## config.mk

```make
export PLATFORM = sky130hd
export DESIGN_NAME = strip_runs_to_triangle_list_core
export DESIGN_NICKNAME = d
export VERILOG_FILES = /design/src/rtl/strtl_pkg.sv /design/src/rtl/strtl_asm.sv /design/src/rtl/strtl_oq.sv /design/src/rtl/strip_runs_to_triangle_list_core.sv
export SDC_FILE = /design/constraint.sdc
export NUM_CORES = 1
export LEC_CHECK = 0
export BUFFER_PORTS_ARGS = -buffer_cell sky130_fd_sc_hd__buf_2
export CAP_MARGIN = 20
export CORE_MARGIN = 1
export CORE_UTILIZATION = 48
export CTS_BUF_LIST = sky130_fd_sc_hd__clkbuf_2
export CTS_CLUSTER_DIAMETER = 60
export DETAILED_ROUTE_END_ITERATION = 12
export PLACE_DENSITY = 0.67
export RECOVER_POWER = 25
export SLEW_MARGIN = 40
export SYNTH_ARGS = -nofsm -noshare
export SYNTH_HDL_FRONTEND = slang
export SYNTH_SLANG_ARGS = --single-unit
```

## constraint.sdc

```tcl
create_clock -name clk -period 13.2 [get_ports clk]
set_input_delay 1.32 -clock clk [delete_from_list [all_inputs] [get_ports clk]]
set_output_delay 1.32 -clock clk [all_outputs]
set_load 0.02 [all_outputs]
```

## src/rtl/strtl_pkg.sv

```systemverilog
package strtl_pkg;

    // Longest group that is assembled; later vertices of a group are dropped.
    localparam int MAX_GROUP_VERTICES = 2048;

    localparam int INDEX_W  = 16;
    localparam int CORNER_W = 11;
    localparam int POS_W    = $clog2(MAX_GROUP_VERTICES + 1);
    localparam int RUN_W    = 2;

    localparam int TRI_W       = 3 * CORNER_W;
    localparam int S_TDATA_W   = ((INDEX_W + 7) / 8) * 8;
    localparam int M_TDATA_W   = ((TRI_W + 7) / 8) * 8;

    localparam logic [POS_W-1:0] MAX_POS = POS_W'(MAX_GROUP_VERTICES);

    localparam logic [RUN_W-1:0] RUN_NONE = 2'd0;
    localparam logic [RUN_W-1:0] RUN_ONE  = 2'd1;
    localparam logic [RUN_W-1:0] RUN_FULL = 2'd2;

    // corner_a sits in the lowest bits.
    typedef struct packed {
        logic [CORNER_W-1:0] corner_c;
        logic [CORNER_W-1:0] corner_b;
        logic [CORNER_W-1:0] corner_a;
    } triangle_t;

    // Low corner bits of a position, zero-extended when positions are narrow.
    function automatic logic [CORNER_W-1:0] to_corner(input logic [POS_W-1:0] v);
        logic [POS_W+CORNER_W-1:0] wide;
        wide = {{CORNER_W{1'b0}}, v};
        return wide[CORNER_W-1:0];
    endfunction

endpackage

```

## src/rtl/strtl_asm.sv

```systemverilog
module strtl_asm
(
    input  logic                             clk,
    input  logic                             rst_n,
    input  logic                             accept,
    input  logic [strtl_pkg::INDEX_W-1:0]    vertex_index,
    input  logic                             group_last,
    output logic                             emit,
    output strtl_pkg::triangle_t             triangle
);
    import strtl_pkg::*;

    logic [INDEX_W-1:0] previous_index_reg, previous_index_next;
    logic [RUN_W-1:0]   run_length_reg, run_length_next;
    logic [POS_W-1:0]   position_reg, position_next;

    logic               in_range;
    logic               continues;
    logic [INDEX_W:0]   index_succ;
    logic [POS_W-1:0]   pos_m1;
    logic [POS_W-1:0]   pos_m2;

    assign in_range   = position_reg < MAX_POS;
    assign index_succ = {1'b0, previous_index_reg} + {{INDEX_W{1'b0}}, 1'b1};
    // A wrap from the top index to zero does not match because of the carry bit.
    assign continues  = (run_length_reg != RUN_NONE) && ({1'b0, vertex_index} == index_succ);
    assign emit       = accept && in_range && continues && (run_length_reg == RUN_FULL);

    assign pos_m1 = position_reg - POS_W'(1);
    assign pos_m2 = position_reg - POS_W'(2);

    always_comb
    begin
        triangle.corner_a = to_corner(pos_m2);
        if (vertex_index[0])
        begin
            triangle.corner_b = to_corner(position_reg);
            triangle.corner_c = to_corner(pos_m1);
        end
        else
        begin
            triangle.corner_b = to_corner(pos_m1);
            triangle.corner_c = to_corner(position_reg);
        end
    end

    always_comb
    begin
        previous_index_next = previous_index_reg;
        run_length_next     = run_length_reg;
        position_next       = position_reg;
        if (accept)
        begin
            if (in_range)
            begin
                previous_index_next = vertex_index;
                position_next       = position_reg + POS_W'(1);
                run_length_next     = continues ? RUN_FULL : RUN_ONE;
            end
            if (group_last)
            begin
                previous_index_next = '0;
                run_length_next     = RUN_NONE;
                position_next       = '0;
            end
        end
    end

    always_ff @(posedge clk or negedge rst_n)
    begin
        if (!rst_n)
        begin
            previous_index_reg <= '0;
            run_length_reg     <= RUN_NONE;
            position_reg       <= '0;
        end
        else
        begin
            previous_index_reg <= previous_index_next;
            run_length_reg     <= run_length_next;
            position_reg       <= position_next;
        end
    end

    a_pos_bound: assert property (@(posedge clk) disable iff (!rst_n)
        position_reg <= MAX_POS)
        else $error("position counter ran past the group limit");

    a_last_clears: assert property (@(posedge clk) disable iff (!rst_n)
        accept && group_last |=> position_reg == '0 && run_length_reg == RUN_NONE)
        else $error("group end did not clear the assembly state");

    a_emit_pos: assert property (@(posedge clk) disable iff (!rst_n)
        emit |-> position_reg >= POS_W'(2) && run_length_reg == RUN_FULL)
        else $error("triangle emitted without two earlier vertices in the run");

endmodule

```

## src/rtl/strtl_oq.sv

```systemverilog
module strtl_oq
(
    input  logic                  clk,
    input  logic                  rst_n,
    input  logic                  push,
    input  strtl_pkg::triangle_t  push_data,
    output logic                  push_ready,
    output logic                  out_valid,
    input  logic                  out_ready,
    output strtl_pkg::triangle_t  out_data
);
    import strtl_pkg::*;

    logic      out_valid_reg, out_valid_next;
    logic      skid_valid_reg, skid_valid_next;
    triangle_t out_data_reg, out_data_next;
    triangle_t skid_data_reg, skid_data_next;
    logic      pop;

    assign pop        = out_valid_reg && out_ready;
    assign push_ready = !skid_valid_reg;
    assign out_valid  = out_valid_reg;
    assign out_data   = out_data_reg;

    always_comb
    begin
        out_valid_next  = out_valid_reg;
        skid_valid_next = skid_valid_reg;
        out_data_next   = out_data_reg;
        skid_data_next  = skid_data_reg;
        if (!out_valid_reg || pop)
        begin
            if (skid_valid_reg)
            begin
                // The skid word moves up; no push can arrive while it is full.
                out_valid_next  = 1'b1;
                out_data_next   = skid_data_reg;
                skid_valid_next = 1'b0;
            end
            else
            begin
                out_valid_next = push;
                if (push)
                begin
                    out_data_next = push_data;
                end
            end
        end
        else if (push)
        begin
            skid_valid_next = 1'b1;
            skid_data_next  = push_data;
        end
    end

    always_ff @(posedge clk or negedge rst_n)
    begin
        if (!rst_n)
        begin
            out_valid_reg  <= 1'b0;
            skid_valid_reg <= 1'b0;
        end
        else
        begin
            out_valid_reg  <= out_valid_next;
            skid_valid_reg <= skid_valid_next;
        end
    end

    always_ff @(posedge clk)
    begin
        out_data_reg  <= out_data_next;
        skid_data_reg <= skid_data_next;
    end

    a_skid_order: assert property (@(posedge clk) disable iff (!rst_n)
        skid_valid_reg |-> out_valid_reg)
        else $error("skid stage holds a word while the output stage is empty");

    a_no_overrun: assert property (@(posedge clk) disable iff (!rst_n)
        skid_valid_reg |-> !push)
        else $error("word pushed into a full output queue");

    a_skid_moves: assert property (@(posedge clk) disable iff (!rst_n)
        skid_valid_reg && pop |=> out_valid_reg && out_data_reg == $past(skid_data_reg))
        else $error("skid word was not passed to the output stage");

endmodule

```

## src/rtl/strip_runs_to_triangle_list_core.sv

```systemverilog
// An emitted triangle is registered into the output register, or into the skid register if
// that one is held. Throughput: one vertex word per cycle while s_tready is high; s_tready
// drops only once the skid register holds a word of the two-word output queue.
// Reset (rst_n low, asynchronous) clears the run state, the position counter and both
// output stages; the first word after reset starts a new group.
module strip_runs_to_triangle_list_core
(
    input  logic                              clk,
    input  logic                              rst_n,
    input  logic                              s_tvalid,
    output logic                              s_tready,
    input  logic [strtl_pkg::S_TDATA_W-1:0]   s_tdata,   // [15:0] vertex_index
    input  logic                              s_tlast,   // group_last
    output logic                              m_tvalid,
    input  logic                              m_tready,
    output logic [strtl_pkg::M_TDATA_W-1:0]   m_tdata    // [10:0] corner_a, [21:11] corner_b,
                                                         // [32:22] corner_c, rest zero
);
    import strtl_pkg::*;

    logic      accept;
    logic      emit;
    logic      queue_ready;
    triangle_t triangle;
    triangle_t out_triangle;

    assign s_tready = queue_ready;
    assign accept   = s_tvalid && queue_ready;

    strtl_asm u_asm
    (
        .clk          (clk),
        .rst_n        (rst_n),
        .accept       (accept),
        .vertex_index (s_tdata[INDEX_W-1:0]),
        .group_last   (s_tlast),
        .emit         (emit),
        .triangle     (triangle)
    );

    strtl_oq u_oq
    (
        .clk        (clk),
        .rst_n      (rst_n),
        .push       (emit),
        .push_data  (triangle),
        .push_ready (queue_ready),
        .out_valid  (m_tvalid),
        .out_ready  (m_tready),
        .out_data   (out_triangle)
    );

    assign m_tdata = {{(M_TDATA_W - TRI_W){1'b0}}, out_triangle};

endmodule
```

==> key figures, run 1 <==
Run status
  • Status: finished with violations
  • Failing checks: max-capacitance violations, max-slew violations

Power and ir drop
  • Leak pwr: 2.15 nW
  • Clock Power Share: 0.219
  • Comb pwr share: 0.245
  • Switching pwr: 0.212 mW
  • Flop pwr share: 0.536
  • Switching Fraction: 0.304
  • Peak supply drop: ~52 uV
  • Internal power: ~0.48 mW
  • Power Density: approximately 130 mW/mm2
  • Power after layout: roughly 0.70 mW

Worst hold path
  • Hold Crit Start: u_oq.skid_data_reg[31]
  • Hold WC Path Type: flip-flop to flip-flop
  • Worst Hold Endpoint: u_oq.out_data[31]
  • Hold Path Depth: 1

STA
  • Fin Setup TNS: 0 ps
  • Final Hold Fails: 0
  • Final Max Tran Viols: 65
  • Crit share post-route: 0.253
  • Worst clock skew: roughly 53 ps
  • Final setup violation count: 0
  • Max-slew headroom: -0.212
  • Slew @ Worst Pin: 1820 ps
  • RSZ-0062 raised after global routing: false
  • Final min period: 3340 ps
  • Fmax: 0.299 GHz

Route
  • Detailed-route via count: about 3200
  • Post-route DRC: 0
  • Routed WL: 9210 um
  • DRT iter0 DRCs: 122
  • Wirelength per Cell: 15.5 um
  • Detail Route Antenna Nets: 0
  • TritonRoute pass-1 iters: 5
  • DR vias/cell: 5.39

Logic synthesis
  • Largest family of logic cells by synthesized area: simple AND/OR/NAND/NOR gates
  • Post-Synthesis Cells: 408
  • Adder-Cell Fraction of Synth Area: 0.0151
  • Syn Area/Cell: 12.2 um2
  • Post-Synthesis Cell Area: between 0.004 and 0.005 mm2
  • Xor and xnor fraction of the mapped netlist area: 0.0997
  • Compound-Gate Fraction of Synth Area: 0.0739
  • EDFF count, synth: 66
  • Synth unique cells: just under 60
  • Synthesized flop and latch total: 98
  • Ys async rst share: 0.327
  • Multiplexer share of the synthesized area: 0.0718
  • Simple-gate area share of the yosys netlist: 0.143
  • Ys Warns: 0
  • Predominant post-synthesis flop cell: edfxtp_1
  • Sequential cell area fraction in the yosys report: 0.559

Die
  • Die width: around 100 um
  • Ports: 63
  • Initial core utilization: 0.503
  • Row cnt: 36
  • Die Ht: 104 um
  • DIE AREA: 0.0108 mm2
  • Core area: 0.00991 mm2

Layout
  • Antenna cells: 0
  • Net count reported at finish: 482
  • # fillers: 896
  • Leading cell type in the layout, fill and taps excluded: edfxtp_1
  • Commonest non-fill, non-tap cells in the layout: edfxtp_1 (66), buf_2 (52), dfrtp_1 (32)
  • Sequential Area: 0.00278 mm2
  • Area of the multi-input gates: about 0.0021 mm2
  • Layout cells sized above 1: 0.257
  • Area growth syn-to-layout: 10.2%

Clocking
  • H-tree levels: 3
  • TritonCTS clock tree: done
  • Post-CTS Setup Bufs: 0
  • # clock sinks: slightly below 100
  • Reg clk slew, reported paths: 310 ps
  • CTS Hold Bufs: 0
  • CTS buffer count: 9
  • Skew-Pair Late Insertion Delay: 570 ps
  • Max clock buf depth: 2
  • Post_cts resized: 0
  • Root cell of the clock tree: clkbuf_2

Place
  • DP Wirelength: 6460 um
  • GPL Wtd Cong: 0.824
  • I/O Buffers: 55

Global route
  • Gr ovfl total: 0
  • Antenna violations before repair: 1
  • Largest net degree at the start of global routing: 34
  • Vias in the first global route: 3144
  • Global-route wire length before repair: 15200 um
  • Global-route usage over all layers: 0.178

Setup path
  • Reg2reg end: u_oq.out_data[11]
  • Worst EP required: 13420 ps
  • Crit path arrival time: 3560 ps
  • R2R Setup Slk: 10210 ps
  • Critical path startpoint: s_tdata[0]
  • Critical R2R Launch: u_asm.previous_index_reg[2]
  • Crit Path Class: primary input to flip-flop
  • Crit Path Max Fanout: 33
  • CP Capture Type: flip-flop
  • Register-to-Register Path Depth: 7
  • Startpoint Class: primary input

Job
  • Max-cap violations: 2
-- power by group through the flow --
| stage | Clock (mW) | Combinational [mW] | Sequential, mW |
|---|---|---|---|
| 2_1_floorplan | 0 | 0.140 | 0.371 |
| 3_5_place_dp | 0 | 0.171 | 0.380 |
| 6_report | 0.152 | 0.170 | 0.373 |
| 4_1_cts | 0.159 | 0.173 | 0.373 |
| 3_3_place_gp | 0 | 0.167 | 0.379 |
| 5_1_grt | 0.168 | 0.191 | 0.375 |
-- logic make-up (layout without fill, tap and decap cells) --
kind of cell	after synthesis	in the layout
compound gates	47	47
buf+inv	41	87
flops	98	98
xor+xnor	55	55
mux	32	32
fa+ha+maj	6	6
other cells	1	7
simple gates	128	128
-- layout make-up --
type | instances | area share
inverter | 11 | 0.00752
multi-input combinational | 275 | 0.376
clock inverter | 7 | 0.0153
timing repair buffer | 60 | 0.0556
tap | 133 | 0.0303
clock buffer | 9 | 0.00821
sequential | 98 | 0.507
-- critical path, stage by stage --
cell and delay, ps:
clkbuf_1 720, xor2_1 230, o21ai_0 120, nor3_1 140, nand4_1 260, o32ai_4 320
buf_4 430
-- per-layer routing --
metal  vias up  wire length [um]  track usage
met4         2                75       0.0673
met3         8               389       0.0301
met2        82              4670        0.306
met1      1540              4060        0.227
met5         -                14            0
li1       1566                 -            -
-- worst max-delay path by stage --
stage,end
after global placement,u_oq.out_data[16]
after global routing,u_oq.out_data[32]
after CTS,u_oq.out_data[11]
after detailed placement,u_oq.out_data[9]
final,u_oq.out_data[11]
after floorplan,u_oq.skid_data_reg[0]
-- per-stage QoR --
step	hold slack, ps	setup WS (ps)	instance area (um2)	util	instances
2_1_floorplan	451	7340	5000	-	414
3_3_place_gp	504	9490	5370	0.542	577
3_5_place_dp	506	9460	5370	0.542	577
4_1_cts	559	10080	5500	0.555	593
5_1_grt	552	9680	5490	0.554	593
6_report	547	9860	5490	0.554	593
-- synth_stat cells (all sizes together), types with 2 or more instances --
cell / number / area share
and3: 2 / 0.0028
or3b: 2 / 0.0035
a22o: 17 / 0.030
edfxtp: 66 / 0.40
or3: 2 / 0.0025
xor2: 28 / 0.049
inv: 11 / 0.0083
mux2: 30 / 0.068
nand4: 15 / 0.020
o21ai: 8 / 0.0080
xnor2: 26 / 0.046
nor2b: 6 / 0.0075
clkbuf: 16 / 0.012
ha: 6 / 0.015
a21oi: 7 / 0.0070
dfrtp: 32 / 0.16
nor4: 5 / 0.011
and2: 2 / 0.0025
buf: 14 / 0.016
nor3b: 5 / 0.0075
nor3: 10 / 0.012
nand3: 18 / 0.022
or4: 2 / 0.0038
nand2: 26 / 0.020
a211oi: 3 / 0.0045
mux2i: 2 / 0.0040
nor2: 28 / 0.021
No activity file was read; power rests on OpenSTA's default activity.
==> run 2, diff against run 1 <==
Settings changed: PLACE_DENSITY 0.67 to 0.7.
Clock period 13.2 ns to 2.9 ns, I/O delays scaled along.
==> run 2 against run 1 <==
The run still ends with max-capacitance violations, max-slew violations left. Routed wire length is 3.8% higher. Power grew to 4.6 times the previous value. Via count increased by 6.4%. Critical path type is now flip-flop to flip-flop. Critical endpoint is now u_oq.out_data[20]. Largest cell class unchanged.
==> key figures, run 2 (synthesis results as in run 1) <==
Run status
  • Status: finished with violations
  • Failing checks: max-capacitance violations, max-slew violations

Power and ir drop
  • Peak supply drop: 251 uV
  • Leak pwr: 2.22 nW
  • Power Density: 560 mW/mm2
  • Power after layout: 3.19 mW

Layout
  • Area of the multi-input gates: 0.00207 mm2
  • # fillers: ~850
  • Antenna cells: 0
  • Net count reported at finish: 504
  • Post-route insts no fill: 615
  • Leading cell type in the layout, fill and taps excluded: edfxtp_1
  • Commonest non-fill, non-tap cells in the layout: edfxtp_1 (66), buf_2 (44), dfrtp_1 (31)
  • Sequential Area: 0.00278 mm2
  • Final Cell Area: about 0.0057 mm2
  • Area growth syn-to-layout: 14.4%
  • Layout cells sized above 1: 0.239

Route
  • DRT iter0 DRCs: 144
  • TritonRoute pass-1 iters: 4
  • Post-route DRC: 0
  • Detailed-route via count: 3404
  • Wirelength per Cell: 15.5 um
  • Routed WL: 9560 um
  • Detail Route Antenna Nets: 0
  • DR vias/cell: around 5.5

STA
  • Crit share post-route: 0.936
  • RSZ-0062 raised after global routing: false
  • Slew @ Worst Pin: ~1700 ps
  • Final Hold Fails: 0
  • Worst clock skew: 38.6 ps
  • Fmax: about 0.37 GHz
  • Fin Setup TNS: 0 ps
  • Final setup violation count: 0
  • Max-slew headroom: -0.151
  • Final min period: 2720 ps
  • Final Max Tran Viols: 33

Worst hold path
  • Hold WC Path Type: primary input to flip-flop

Die
  • Die width: 104 um
  • Die Ht: 104 um
  • DIE AREA: approximately 0.011 mm2
  • Initial core utilization: 0.503
  • Row cnt: 36
  • Core area: 0.00991 mm2
  • Ports: 63

Clocking
  • Max clock buf depth: 2
  • Root cell of the clock tree: clkbuf_2
  • Reg clk slew, reported paths: approximately 280 ps
  • Post_cts resized: 0
  • CTS buffer count: 9
  • Skew-Pair Late Insertion Delay: 580 ps
  • TritonCTS clock tree: done
  • Post-CTS Setup Bufs: 0
  • # clock sinks: between 90 and 100
  • H-tree levels: 3

Place
  • GPL Wtd Cong: ~0.87
  • Dpl cell area: 0.00543 mm2
  • DP Wirelength: 6630 um
  • Dpl cells: 582
  • I/O Buffers: 55

Global route
  • Largest net degree at the start of global routing: 34
  • Gr ovfl total: 0
  • Global-route usage over all layers: 0.188
  • Vias in the first global route: 3362
  • Antenna violations before repair: 0
  • Global-route wire length before repair: 16000 um

Setup path
  • Crit Path Class: flip-flop to flip-flop
  • Crit Path Max Fanout: 8
  • Crit path arrival time: 3080 ps
  • Startpoint Class: flip-flop
  • Worst EP required: between 3000 and 4000 ps
  • CP Capture Type: flip-flop

Job
  • Max-cap violations: 1
-- run 2: changes by cell type in the layout (fill, tap and decap cells not counted), sizes merged --
cell	change
dlygate4sd3	+17
clkbuf	+10
buf	-4
clkinv	-1
clkinvlp	+1
inv	-1
-- run 2: final cells by class --
type | instances | area share
sequential | 98 | 0.488
multi-input combinational | 275 | 0.364
timing repair buffer | 82 | 0.0898
tap | 133 | 0.0292
clock inverter | 6 | 0.0130
clock buffer | 10 | 0.00878
inverter | 11 | 0.00724
-- run 2: final timing paths --
kind	start	end	slack [ps]	cells after the start
max in group asynchronous	rst_n	u_asm.previous_index_reg[3]	1140	2
worst max-delay path	u_asm.position_reg[2]	u_oq.out_data[20]	180	8
worst min register to register	u_asm.run_length_reg[1]	u_asm.run_length_reg[1]	560	2
worst max register to register	u_asm.position_reg[2]	u_oq.out_data[20]	180	8
min in group asynchronous	rst_n	u_asm.previous_index_reg[11]	640	2
worst min-delay path	s_tlast	u_asm.position_reg[11]	50	4
-- run 2: stage by stage --
step | setup slack (ps) | hold slack, ps | utilization
finish | 185 | 53.7 | 0.575
global route | 7.28 | 60.4 | 0.575
CTS | 155 | 29.3 | 0.577
detailed placement | 206 | 388 | 0.548
global placement | 263 | 388 | 0.548
floorplan | -184 | -5.59 | -
-- run 2: worst max-delay path: stages, from the launching register on --
cell     delay, ps
dfrtp_1        540
inv_1          200
ha_1           320
or3b_1         450
nor3_4         240
nand2_1        140
nor3b_1        240
xnor2_1        120
mux2_2         270
-- run 2: report_power, final --
group	internal, mW	switching [mW]	total, mW
Combinational	0.380	0.450	0.830
Sequential	1.63	0.0566	1.69
Clock	0.213	0.465	0.678
-- run 2: repair_timing --
item	in CTS	in global routing
endpoints found under the setup margin	0	5
hold buffers	17	0
hold endpoints to repair	48	0
-- run 2: metal layers --
layer / track usage / vias up / wire [um]
met2: 0.319 / 98 / 4680
met4: 0.0939 / 0 / 251
met1: 0.234 / 1674 / 4270
met3: 0.0276 / 21 / 363
met5: 0 / - / 0
li1: - / 1611 / -
==> run 3, diff against run 2 <==
Settings changed: CORE_UTILIZATION 48 to 50, PLACE_DENSITY 0.7 to 0.72.
==> run 3 against run 2 <==
The run still ends with max-capacitance violations, max-slew violations left. Flip-flop and latch count did not move. Global-route usage is 0.29 points higher. Non-clock buffer count is 2 lower. Critical path depth down 1. Die area shrank 3.9%. Sequential power about the same. Maximum frequency decreased by 1.3%. Register-to-register slack worse by 30 ps. Combinational power fell by 2.4%. Sequential share of layout area rose by 0.17 points. Utilization grew 0.89 points. Largest power group unchanged.
==> key figures, run 3 (synthesis results as in run 1) <==
Run status
  • Status: finished with violations
  • Failing checks: max-capacitance violations, max-slew violations

Die
  • Ports: 63
  • DIE AREA: about 0.010 mm2
  • Row cnt: 36
  • Die Ht: 102 um
  • Initial core utilization: 0.512
  • Core area: 0.00973 mm2
  • Die width: 102 um

Power and ir drop
  • Flop pwr share: 0.537
  • Leak pwr: ~2.2 nW
  • Internal power: about 2.2 mW
  • Switching Fraction: 0.297
  • Switching pwr: roughly 0.93 mW
  • Peak supply drop: 226 uV
  • Clock Power Share: 0.205
  • Power Density: around 550 mW/mm2
  • Comb pwr share: 0.258

STA
  • Max-slew headroom: -0.159
  • Final Max Tran Viols: 33
  • Final Hold Fails: 0
  • RSZ-0062 raised after global routing: false
  • Final min period: 2750 ps
  • Slew @ Worst Pin: 1740 ps
  • Final hold slack: 39.7 ps
  • Setup ws final: 150 ps
  • Worst clock skew: 26.7 ps
  • Fmax: around 0.36 GHz
  • Crit share post-route: 0.948
  • Final setup violation count: 0

Global route
  • Global-route usage over all layers: 0.191
  • Gr ovfl total: 0
  • Vias in the first global route: 3068
  • Largest net degree at the start of global routing: 34
  • Global-route wire length before repair: 15100 um
  • Antenna violations before repair: 1

Layout
  • Area growth syn-to-layout: 14.1%
  • Commonest non-fill, non-tap cells in the layout: edfxtp_1 (66), buf_2 (41), mux2_2 (30), dfrtp_1 (30)
  • Layout cells sized above 1: 0.235
  • Leading cell type in the layout, fill and taps excluded: edfxtp_1
  • Final Util: 0.584
  • Net count reported at finish: 502
  • Post-route insts no fill: 614

Setup path
  • CP Capture Type: flip-flop
  • Slowest stage cell, crit path: dfrtp_1
  • Worst EP required: 3180 ps
  • Crit Path Class: flip-flop to flip-flop
  • Startpoint Class: flip-flop
  • Crit Path Max Fanout: 33
  • CP cell instances: nand3_4, or4_4, o32a_1, a31oi_4, nand2_2, o32ai_4, buf_12
  • Crit path arrival time: 3030 ps
  • CP peak stage delay: 570 ps

Clocking
  • CTS buffer count: 9
  • Max clock buf depth: 2
  • Reg clk slew, reported paths: 260 ps
  • # clock sinks: between 90 and 100
  • Root cell of the clock tree: clkbuf_2
  • Skew-Pair Late Insertion Delay: 550 ps
  • H-tree levels: 3
  • TritonCTS clock tree: done

Worst hold path
  • Hold WC Path Type: primary input to flip-flop

Place
  • I/O Buffers: 55
  • GPL Wtd Cong: 0.849
  • Pre-CTS setup slack: 238 ps
  • DP Wirelength: 6210 um
  • Dpl cells: 580

Job
  • Max-cap violations: 1

Route
  • Post-route DRC: 0
  • Detail Route Antenna Nets: 0
  • Wirelength per Cell: 14.9 um
  • TritonRoute pass-1 iters: 4
  • Detailed-route via count: 3307
  • Routed WL: 9130 um
  • DR vias/cell: 5.39
  • DRT iter0 DRCs: approximately 170
[run 3: cell count changes in the layout (fill, tap and decap cells not counted), sizes merged]
| cell | previous run | this run |
|---|---|---|
| buf | 52 | 50 |
| clkbuf | 23 | 26 |
| clkinv | 1 | 2 |
| clkinvlp | 2 | 1 |
| diode | 0 | 1 |
| dlygate4sd3 | 17 | 15 |
| inv | 13 | 12 |
[run 3: critical path: cells and delay by family (launching register included)]
kind	cells	cell delay (ps)
buf+inv	1	250
simple gates	3	870
flops	1	570
compound gates	3	760
[run 3: per-layer routing]
layer  vias to the layer above  GRT usage  wire, um  part of all wire
met2                       105      0.312      4370              0.48
li1                       1599          -         -                 -
met5                         -          0         0                 0
met3                        15     0.0376       506             0.055
met1                      1588      0.254      4100              0.45
met4                         0     0.0692       147             0.016
[run 3: area by class of cell]
cell class                      instances  area (um2)
Clock inverter                          5        55.1
Timing Repair Buffer                   80         504
Multi-Input combinational cell        275        2070
Tap cell                              133         166
Clock buffer                           11        55.1
Sequential cell                        98        2790
Inverter                               11        41.3
Antenna cell                            1        2.50
Fill cell                             845        4050
[run 3: final timing paths]
check | start | end | slack, ps | cells past startpoint
worst min register to register | u_asm.run_length_reg[1] | u_asm.run_length_reg[1] | 530 | 2
min in group asynchronous | rst_n | u_asm.previous_index_reg[6] | 680 | 2
worst min-delay path | s_tdata[7] | u_asm.previous_index_reg[7] | 40 | 2
max in group asynchronous | rst_n | u_asm.previous_index_reg[0] | 1130 | 2
worst max-delay path | u_asm.previous_index_reg[2] | u_oq.out_data[8] | 150 | 7
worst max register to register | u_asm.previous_index_reg[2] | u_oq.out_data[8] | 150 | 7
[run 3: stage by stage]
stage | total power [mW] | TNS, ps | area (um2)
2_1_floorplan | 2.33 | -7380 | 5040
3_3_place_gp | 2.49 | 0 | 5420
3_5_place_dp | 2.51 | 0 | 5420
4_1_cts | 3.16 | 0 | 5680
5_1_grt | 3.31 | 0 | 5680
6_report | 3.14 | 0 | 5680
[run 3: power by group through the flow]
stage,Sequential (mW),Clock (mW),Combinational [mW]
global placement,1.71,0,0.778
finish,1.69,0.646,0.810
global route,1.70,0.710,0.900
CTS,1.69,0.659,0.818
floorplan,1.69,0,0.640
detailed placement,1.72,0,0.791
[run 3: what timing repair did]
action                                  in CTS  in global routing
endpoints found under the setup margin       0                 33
resized for setup                            0                  1
hold buffers                                15                  0
endpoints found under the hold margin       46                  0
setup buffers                                0                  2
